--- src/rtl/core/fba_pkg.sv ---
`timescale 1ns / 1ps
// Shared constants, codes and types for the frame bitmap allocator.
// No dependencies; every other file in rtl/core imports this package.
package fba_pkg;

    // Geometry
    localparam int unsigned MAX_FRAMES_DEF = 4096;
    localparam int unsigned WORD_BITS      = 32;
    localparam int unsigned BIT_W          = $clog2(WORD_BITS);
    localparam int unsigned FRAME_W        = 12;
    localparam int unsigned COUNT_W        = 13;
    localparam int unsigned OP_W           = 2;
    localparam int unsigned STATUS_W       = 2;

    localparam logic [COUNT_W-1:0] FRAME_COUNT_RST = 13'd4096;

    // Request kinds
    localparam logic [OP_W-1:0] OP_ALLOC = 2'd0;
    localparam logic [OP_W-1:0] OP_FREE  = 2'd1;
    localparam logic [OP_W-1:0] OP_TEST  = 2'd2;

    // Result status codes
    localparam logic [STATUS_W-1:0] ST_DONE = 2'd0;
    localparam logic [STATUS_W-1:0] ST_SKIP = 2'd1;
    localparam logic [STATUS_W-1:0] ST_OOM  = 2'd2;

    // Controller to datapath
    typedef struct packed {
        logic accept;     // request beat taken this cycle
        logic clr_step;   // zero one map word, advance pointer
        logic scan_next;  // step scan to next word
        logic set_bit;    // commit first-fit grant
        logic oom;        // scan exhausted
        logic rmw;        // free / test on fetched word
        logic load_out;   // move pending result to output register
    } t_cmd;

    // Datapath to controller
    typedef struct packed {
        logic clr_last;   // last word of clearing pass
        logic imm;        // incoming request resolves without the map
        logic is_alloc;   // incoming request is an alloc
        logic word_free;  // fetched word has a clear bit
        logic scan_last;  // current word is the last one in range
        logic out_free;   // output register can take a result
    } t_sts;

    // Result beat
    typedef struct packed {
        logic [STATUS_W-1:0] status;
        logic [FRAME_W-1:0]  granted_frame;
        logic                present;
        logic                read_write;
        logic                user_mode;
        logic                in_use;
    } t_rsp;

    // Lowest clear bit of a map word
    function automatic logic [BIT_W-1:0] first_zero(input logic [WORD_BITS-1:0] w);
        logic [BIT_W-1:0] idx;
        idx = '0;
        for (int i = WORD_BITS - 1; i >= 0; i--) begin
            if (!w[i]) begin
                idx = BIT_W'(i);
            end
        end
        return idx;
    endfunction

endpackage

--- src/rtl/core/fba_ctrl.sv ---
`timescale 1ns / 1ps
// Sequencing state machine of the allocator: clearing pass, scan, RMW, hand-off.
// Depends on fba_pkg (t_cmd, t_sts).
module fba_ctrl import fba_pkg::*; (
    input  logic i_clk,
    input  logic i_rst_n,
    input  logic i_valid,
    output logic o_ready,
    input  t_sts i_sts,
    output t_cmd o_cmd
);

    typedef enum logic [4:0] {
        S_IDLE   = 5'b00001,
        S_CLEAR  = 5'b00010,
        S_SCAN   = 5'b00100,
        S_MODIFY = 5'b01000,
        S_HOLD   = 5'b10000
    } t_state;

    t_state r_state, n_state;

    // Next state and commands
    always_comb begin
        n_state = r_state;
        o_cmd   = '0;
        o_ready = 1'b0;
        unique case (r_state)
            S_IDLE: begin
                o_ready = 1'b1;
                if (i_valid) begin
                    o_cmd.accept = 1'b1;
                    if (i_sts.imm) begin
                        n_state = S_HOLD;
                    end else if (i_sts.is_alloc) begin
                        n_state = S_SCAN;
                    end else begin
                        n_state = S_MODIFY;
                    end
                end
            end
            S_CLEAR: begin
                o_cmd.clr_step = 1'b1;
                if (i_sts.clr_last) begin
                    n_state = S_IDLE;
                end
            end
            S_SCAN: begin
                if (i_sts.word_free) begin
                    o_cmd.set_bit = 1'b1;
                    n_state       = S_HOLD;
                end else if (i_sts.scan_last) begin
                    o_cmd.oom = 1'b1;
                    n_state   = S_HOLD;
                end else begin
                    o_cmd.scan_next = 1'b1;
                end
            end
            S_MODIFY: begin
                o_cmd.rmw = 1'b1;
                n_state   = S_HOLD;
            end
            S_HOLD: begin
                if (i_sts.out_free) begin
                    o_cmd.load_out = 1'b1;
                    n_state        = S_IDLE;
                end
            end
            default: begin
                n_state = S_IDLE;
            end
        endcase
    end

    // State register; reset starts the clearing pass
    always_ff @(posedge i_clk) begin
        if (!i_rst_n) begin
            r_state <= S_CLEAR;
        end else begin
            r_state <= n_state;
        end
    end

    // Checks
    a_no_accept_in_clear: assert property (@(posedge i_clk) disable iff (!i_rst_n)
        (r_state == S_CLEAR) |-> !o_ready)
        else $error("request taken during clearing pass");

    a_clear_ends_idle: assert property (@(posedge i_clk) disable iff (!i_rst_n)
        (r_state == S_CLEAR && i_sts.clr_last) |=> (r_state == S_IDLE))
        else $error("clearing pass did not hand over to idle");

    a_scan_exit: assert property (@(posedge i_clk) disable iff (!i_rst_n)
        (r_state == S_SCAN) |=> (r_state == S_SCAN || r_state == S_HOLD))
        else $error("scan left to an unexpected state");

endmodule

--- config.mk ---
export PLATFORM = sky130hd
export DESIGN_NAME = fba_ctrl
export DESIGN_NICKNAME = d
export VERILOG_FILES = /design/src/rtl/core/fba_pkg.sv /design/src/rtl/core/fba_ctrl.sv
export SDC_FILE = /design/constraint.sdc
export NUM_CORES = 1
export LEC_CHECK = 0
export ABC_CLOCK_PERIOD_IN_PS = 1650
export BUFFER_PORTS_ARGS = -buffer_cell sky130_fd_sc_hd__buf_2
export CORE_AREA = 2 2 39 41
export CTS_BUF_LIST = sky130_fd_sc_hd__clkbuf_8
export CTS_CLUSTER_DIAMETER = 200
export CTS_CLUSTER_SIZE = 30
export DETAILED_ROUTE_END_ITERATION = 8
export DIE_AREA = 0 0 41 43
export PLACE_DENSITY = 0.54
export REMOVE_ABC_BUFFERS = 1
export SLEW_MARGIN = 10
export SYNTH_ARGS = -nofsm -noshare
export SYNTH_HDL_FRONTEND = slang
export SYNTH_SLANG_ARGS = --single-unit
--- constraint.sdc ---
create_clock -name i_clk -period 1.65 [get_ports i_clk]
set_input_delay 0.33 -clock i_clk [delete_from_list [all_inputs] [get_ports i_clk]]
set_output_delay 0.33 -clock i_clk [all_outputs]
set_load 0.01 [all_outputs]
Word level (Yosys, flattened, before mapping)
Index checks and enable logic that the tools add are counted.
W data, S select, Z words.
{"block": "word_totals", "regBits": 5, "latchBits": 0, "ram_bits": 0, "rom_bits": 0, "inputBits": 9, "out_inout_bits": 8, "elab_cells": 32, "mem_count": 0}
{"block": "classes", "n_addsub": 0, "multipliers": 0, "n_div": 0, "magnitude_cmp": 0, "n_eq_ne": 9, "n_shift": 0, "muxes": 21, "bitwise_logic": 0, "n_reduce_logical": 1}
{"operator": "$mux W5", "n": 6}
{"operator": "$pmux W5 S5", "n": 1}
{"operator": "$mux W1", "n": 12}
{"operator": "$ne A2 B2 Y1 const B", "n": 3}
{"operator": "$eq A5 B1 Y1 const B", "n": 1}
{"operator": "$eq A5 B2 Y1 const B", "n": 1}
{"operator": "$eq A5 B3 Y1 const B", "n": 1}
{"operator": "$eq A5 B4 Y1 const B", "n": 1}
{"operator": "$eq A5 B5 Y1 const B", "n": 1}
{"operator": "$mux W4", "n": 1}
{"operator": "$reduce_and A4 Y1", "n": 1}
{"operator": "$mux W3", "n": 1}
{"operator": "$ne A3 B3 Y1 const B", "n": 1}

Depth between registers and ports, before layout
Gate-level depths: netlist of run 1.
{"block": "depth", "ltp_word": 4, "depth_mapped": 4, "ltp_nobuf": 4}

Least setup slack after synthesis of run 1
Ideal clock, no wire load.
{"block": "synth_path", "path_kind": "register -> output", "startpoint": "register r_state[1]", "endpoint": "output port o_cmd[6] (netlist name)", "arrival_time_ns": 1.377, "required_time_ns": 1.320, "path_slack_ns": -0.057, "path_stages_with_launch": 5, "n_path_buf": 0, "cell_sequence": "dfxtp_1 -> or3_4 -> or3b_4 -> inv_1 -> and2_1"}
{"item": "from (decl)", "line_no": "fba_ctrl.sv:21", "source": "t_state r_state, n_state;"}
{"item": "from (signal assigned)", "line_no": "fba_ctrl.sv:80", "source": "r_state <= n_state;"}
{"item": "to (decl)", "line_no": "fba_ctrl.sv:10", "source": "output t_cmd o_cmd"}

==> run_results.csv, run 1 <==
group,metric,value,unit
outcome,status,"finished with violations",
outcome,violations,"setup timing",
clock_network,cts_tree,"built",
floorplan,placementRows,14,
logic_synthesis,postSynthAreaPerCell,8.06,um^2
final_layout,top_regs,"r_state (5)",
timing,slew_violations,0,
logic_synthesis,synth_area,347,um^2
global_routing,grt_max_degree,7,
final_layout,antenna_cells,0,
timing,setup_viol,6,
global_routing,grt_usage,11.2,%
clock_network,cts_made_buffers,3,
clock_network,htreeDepth,1,
flow_run,maxCapViolCount,0,
timing,setup_slack,-0.247,ns
final_layout,multi_input_area,254,um^2
routing,firstDrtPassIters,4,
worst_hold_path,hp-class,"primary input to flip-flop",
setup_path,path_class,"flip-flop to output port",
routing,drt_iter0_drc,5,
setup_path,critPathArrivalTime,1.57,ns
global_routing,grt_overflow,0,
global_routing,first_global_vias,348,
timing,finalCritPeriodShare,115,%
timing,fmax,0.527,GHz
place,gp_congestion,0.805,
logic_synthesis,synth_edf_count,0,
clock_network,cts_buffer_depth,2,
routing,wl_per_cell,10.0,um
timing,setup_tns,-0.876,ns
routing,routed_via_density,4.63,
routing,drc,0,
timing,min_period,1.90,ns
pwr,peakVddDrop,566,uV
routing,ant_nets,0,
setup_path,path_cells,"or3_4, or3b_4, inv_2, and2_1, buf_2",
clock_network,clk_pin_slew,0.04,ns
timing,slew_headroom,71.2,%
setup_path,critPathLaunchType,"flip-flop",
setup_path,required,1.32,ns
final_layout,largest_register_ffs,5,
clock_network,clock_sinks,5,
logic_synthesis,netlist_instances,43,
pwr,finalPower,0.000480,W
final_layout,regMostFlops,"r_state",
setup_path,worst_path_largest_cell_delay,0.39,ns
setup_path,end_kind,"output port",
global_routing,antenna_found_initial,0,
floorplan,dieArea,1760,um^2
logic_synthesis,synth-main-ff-cell,"dfxtp_1",
logic_synthesis,ys.warnings.count,0,
clock_network,cts_root_buf,"clkbuf_8",
timing,rsz0062_at_grt,"yes",
final_layout,regArea,101,um^2
floorplan,initial_core_util,25.0,%
final_layout,stdcell_area,617,um^2
setup_path,slowest_stage,"or3b_4",
timing,worst_pin_slew,0.432,ns
pwr,p_per_area,778,nW/um^2
routing,drt_wl_total,903,um
global_routing,grt_pass1_wl,1320,um
floorplan,die_y,43,um
floorplan,die_x,41,um
floorplan,core_area,1380,um^2
floorplan,io_pins,17,
setup_path,worstPathMaxFanout,2,
place,dpl_cell_area,507,um^2
place,portBuffers,16,
final_layout,drive_gt1_share,58.1,%
final_layout,area_delta_synth_final,78.0,%
timing,whs,0.290,ns
routing,vias,417,
clock_network,worstSkewPairLatency,0.22,ns
logic_synthesis,ys_seq_elements,5,
timing,hold_viol_final,0,
pwr,p_leak,0.306,nW
logic_synthesis,ys_types,22,
final_layout,nets,84,
timing,clock-skew-final,0.00307,ns
logic_synthesis,async_flop_share,0,%
final_layout,nFillCells,146,
logic_synthesis,synth-seq-area-share,28.9,%
-- cell families (layout without fill, tap and decap cells) --
family / Yosys count / in the layout / synth area share (%)
AO/OA/AOI/OAI: 9 / 9 / 20.9
flip-flops: 5 / 5 / 28.9
buffers and inverters: 7 / 38 / 7.58
AND/OR/NAND/NOR: 22 / 22 / 42.6
-- cell type report --
cell class                 instances  area share, %
multi-input combinational         31           41.2
timing repair buffer              27           27.6
sequential                         5           16.4
clock buffer                       3           6.69
inverter                           7           4.26
tap                               16           3.25
clock inverter                     1          0.609
-- cell usage in the layout (no fill, tap or decap) --
master / n
buf_2: 16
buf_4: 9
inv_1: 7
nand2b_1: 4
nor2_1: 4
dfxtp_1: 4
clkbuf_8: 3
or3_4: 2
nor3_2: 2
nor4_4: 2
and2_1: 2
a21oi_1: 2
buf_6: 2
nor2_2: 1
or3b_4: 1
inv_2: 1
nand3_1: 1
a2bb2oi_1: 1
o221ai_1: 1
nor4_1: 1
nand2_2: 1
o41ai_2: 1
o21ai_0: 1
or4_2: 1
o31ai_1: 1
o21a_1: 1
o32ai_1: 1
dfxtp_2: 1
-- cells in the mapped netlist, types with 2 or more instances --
library cell | number | area [um^2]
nor4_1 | 2 | 12.5
and2_1 | 2 | 12.5
nor3_1 | 2 | 10.0
dfxtp_1 | 5 | 100
nand2b_1 | 4 | 25.0
a21oi_1 | 2 | 10.0
inv_1 | 7 | 26.3
nor2_1 | 5 | 18.8
-- routing by layer --
| layer | track usage [%] | vias to the layer above | part of all wire [%] |
|---|---|---|---|
| met5 | 0 | - | 0 |
| met3 | 3.14 | 2 | 5.1 |
| met4 | 6.00 | 0 | 0.78 |
| met1 | 13.0 | 187 | 44 |
| li1 | - | 216 | - |
| met2 | 17.5 | 12 | 50 |
-- power breakdown --
group / leakage [nW] / switching [W] / internal, W / total [W]
clock network: 0.0269 / 0.0000559 / 0.000159 / 0.000215
logic: 0.238 / 0.0000650 / 0.0000656 / 0.000131
registers: 0.0410 / 0.00000397 / 0.000130 / 0.000134
total: 0.306 / 0.000125 / 0.000355 / 0.000480
-- path summary, 6_finish.rpt --
| kind | slack, ns | depth (start not counted) | from | endpoint |
|---|---|---|---|---|
| worst max-delay path | -0.25 | 5 | r_state[1]$_SDFFE_PN1P_ | o_cmd[6] |
| worst min-delay path | 0.29 | 2 | i_sts[3] | r_state[3]$_SDFFE_PN0P_ |
| worst max register to register | 0 | 8 | r_state[1]$_SDFFE_PN1P_ | r_state[4]$_SDFFE_PN0P_ |
| worst min register to register | 0.68 | 4 | r_state[4]$_SDFFE_PN0P_ | r_state[4]$_SDFFE_PN0P_ |
-- metrics by stage --
stage | util (%) | worst slack [ns] | std cells
after floorplan | - | -0.0570 | 43
after global placement | 36.6 | -0.00835 | 83
after detailed placement | 36.6 | -0.0302 | 83
after CTS | 42.3 | -0.254 | 89
after global routing | 44.6 | -0.282 | 90
final | 44.6 | -0.247 | 90
-- timing repair --
item,in CTS,in global routing
pin swaps,2,1
endpoints found under the setup margin,7,7
setup buffers,2,1
hold buffers,0,0
resized for setup,6,5
-- worst max-delay path: cells and delay by family (launching register included) --
family	cells	cell delay (ns)
flops	1	0.31
simple gates	3	0.88
buf+inv	2	0.18
Note: power is estimated with default switching activity, not from simulation.
==> run 2, diff against run 1 <==
Settings changed: ABC_AREA from default to 1, PLACE_DENSITY 0.54 to 0.57.
==> run 2 against run 1 <==
The run now ends clean; critical path depth did not move; maximum frequency increased by 25%; hold slack better by 0.050 ns; routed wire length shrank 8.1%; clock-buffer cell count is the same; worst setup slack gained 0.38 ns; design area down 15%; via count up 4.1%; register-to-register slack better by 0.47 ns; critical endpoint unchanged; largest power group unchanged.
==> run_results.csv, run 2 <==
group,metric,value,unit
timing,finalCritPeriodShare,92.0,%
final_layout,area_delta_synth_final,38.5,%
logic_synthesis,synth-xor-area-share,0,%
floorplan,initial_core_util,27.2,%
logic_synthesis,postSynthAreaPerCell,5.98,um^2
routing,drc,0,
logic_synthesis,synth_area,377,um^2
clock_network,post_cts_resized,0,
routing,routed_via_density,4.38,
logic_synthesis,synth_compound_gate_area_share,3.32,%
setup_path,cp_top_family,"simple AND/OR/NAND/NOR gates",
final_layout,top_regs,"r_state (5)",
floorplan,core_area,1380,um^2
timing,slew_headroom,82.4,%
logic_synthesis,synthMuxAreaShare,0,%
final_layout,stdcell_area,522,um^2
timing,setup_viol,0,
logic_synthesis,ys_seq_elements,5,
pwr,p_leak,0.308,nW
routing,ant_nets,0,
clock_network,cts_made_buffers,3,
logic_synthesis,synth.most_common_cell,"nor2_1",
place,gp_congestion,0.663,
clock_network,cts_buffer_depth,2,
timing,setup_tns,0,ns
pwr,p_per_area,1050,nW/um^2
global_routing,grt_pass1_wl,1370,um
timing,fmax,0.659,GHz
setup_path,path_cells,"inv_1, nor2_1, nand3_2, nor2_1, buf_2",
logic_synthesis,synth_top_area_share,26.6,%
floorplan,dieArea,1760,um^2
timing,whs,0.340,ns
setup_path,critPathLaunchType,"flip-flop",
clock_network,post_cts_buffers,0,
logic_synthesis,synth_area_leaders,"dfxtp_1 27%, nor2_1 15%, nand2_1 11%",
timing,slew_violations,0,
logic_synthesis,ys.warnings.count,0,
flow_run,maxCapViolCount,0,
timing,worst_pin_slew,0.264,ns
worst_hold_path,worstHoldStart,"i_rst_n",
clock_network,clk_pin_slew,0.03,ns
final_layout,regMostFlops,"r_state",
pwr,peakVddDrop,503,uV
logic_synthesis,ys_types,16,
setup_path,worst_path_largest_cell_delay,0.37,ns
final_layout,antenna_cells,0,
worst_hold_path,hp-class,"primary input to flip-flop",
global_routing,antenna_found_initial,0,
routing,drt_iter0_drc,3,
setup_path,slowest_stage,"dfxtp_1",
logic_synthesis,synth_edf_count,0,
final_layout,largest_register_ffs,5,
global_routing,gr-usage-met1,15.5,%
logic_synthesis,synth-seq-area-share,26.6,%
setup_path,critPathBufInv,2,
logic_synthesis,synth_common_cells,"15 x nor2_1, 11 x nand2_1, 9 x inv_1",
clock_network,hold_buffers,0,
place,dpl_cell_area,477,um^2
timing,rsz0062_at_grt,"no",
logic_synthesis,yosys.area_share.simple,58.1,%
global_routing,grt_usage,11.1,%
outcome,status,"completed",
setup_path,critPathLaunch,"r_state[0]$_SDFFE_PN0P_",
global_routing,met3_usage,3.14,%
setup_path,worstReg2RegStart,"r_state[2]$_SDFFE_PN0P_",
timing,hold_viol_final,0,
clock_network,cts_root_buf,"clkbuf_8",
timing,min_period,1.52,ns
final_layout,drive_gt1_share,37.3,%
floorplan,io_pins,17,
floorplan,die_y,43,um
pwr,finalPower,0.000547,W
routing,vias,434,
floorplan,die_x,41,um
global_routing,first_global_vias,347,
logic_synthesis,synth_adder_area_share,0,%
setup_path,end_kind,"output port",
global_routing,grt_overflow,0,
clock_network,clock_sinks,5,
logic_synthesis,synth_top_family_by_area,"simple AND/OR/NAND/NOR gates",
global_routing,busiest_layer,"met2",
logic_synthesis,synth-main-ff-cell,"dfxtp_1",
logic_synthesis,yosysTopAreaCell,"dfxtp_1",
logic_synthesis,async_flop_share,0,%
place,dpl.hpwl,684,um
setup_path,critPathArrivalTime,1.19,ns
routing,wl_per_cell,8.38,um
final_layout,nets,93,
final_layout,layout_common_cells,"16 x buf_2, 15 x nor2_1, 11 x nand2_1",
place,portBuffers,16,
clock_network,htreeDepth,1,
routing,firstDrtPassIters,4,
routing,drt_wl_total,830,um
setup_path,worstPathMaxFanout,5,
logic_synthesis,netlist_instances,63,
global_routing,grt_max_degree,8,
final_layout,final_common_cell,"buf_2",
setup_path,path_common_cell,"nor2_1",
clock_network,worstSkewPairLatency,0.22,ns
floorplan,placementRows,14,
timing,clock-skew-final,0.00215,ns
clock_network,cts_tree,"built",
global_routing,met2_usage,15.6,%
setup_path,path_class,"flip-flop to output port",
setup_path,required,1.32,ns
-- run 2: cell count changes in the layout (fill, tap and decap cells not counted), moves of 4 or more --
cell      before  now
nand2_1        0   11
nor2_1         4   15
buf_4          9    0
nand2b_1       4    0
nor2_2         1    5
-- run 2: through the flow --
stage	setup WS [ns]	util, %	instances
floorplan	0.477	-	63
global placement	0.372	34.4	95
detailed placement	0.359	34.4	95
CTS	0.120	37.7	99
global route	0.00868	37.7	99
finish	0.133	37.7	99
-- run 2: cell type report --
type,instances,area (um^2)
clock buffers,3,41.3
clock inverters,1,3.75
fillers,170,862
inverters,12,45.0
multi-input cells,46,231
flip-flops and latches,5,100
well taps,16,20.0
repair buffers,16,80.1
-- run 2: final timing paths --
check / end / slack, ns / cells past startpoint
max: o_cmd[6] / 0.13 / 5
max reg2reg: r_state[4]$_SDFFE_PN0P_ / 0.47 / 6
min reg2reg: r_state[2]$_SDFFE_PN0P_ / 0.53 / 2
min: r_state[1]$_SDFFE_PN1P_ / 0.34 / 2
-- run 2: report_power, final --
group	internal [W]	total, W	switching (W)	leakage (nW)
clock	0.000159	0.000215	0.0000556	0.0269
combinational	0.0000623	0.000174	0.000112	0.239
sequential	0.000139	0.000158	0.0000185	0.0413
total	0.000361	0.000547	0.000186	0.308
-- run 2: layer usage --
| layer | wire length (um) | up-vias | share of wire, % |
|---|---|---|---|
| li1 | - | 236 | - |
| met1 | 390 | 190 | 47 |
| met2 | 400 | 8 | 48 |
| met3 | 39 | 0 | 4.7 |
| met4 | 0 | 0 | 0 |
| met5 | 0 | - | 0 |
-- run 2: logic make-up after synthesis --
| logic type | Yosys count |
|---|---|
| buffers and inverters | 12 |
| flip-flops | 5 |
| AO/OA/AOI/OAI | 2 |
| AND/OR/NAND/NOR | 44 |
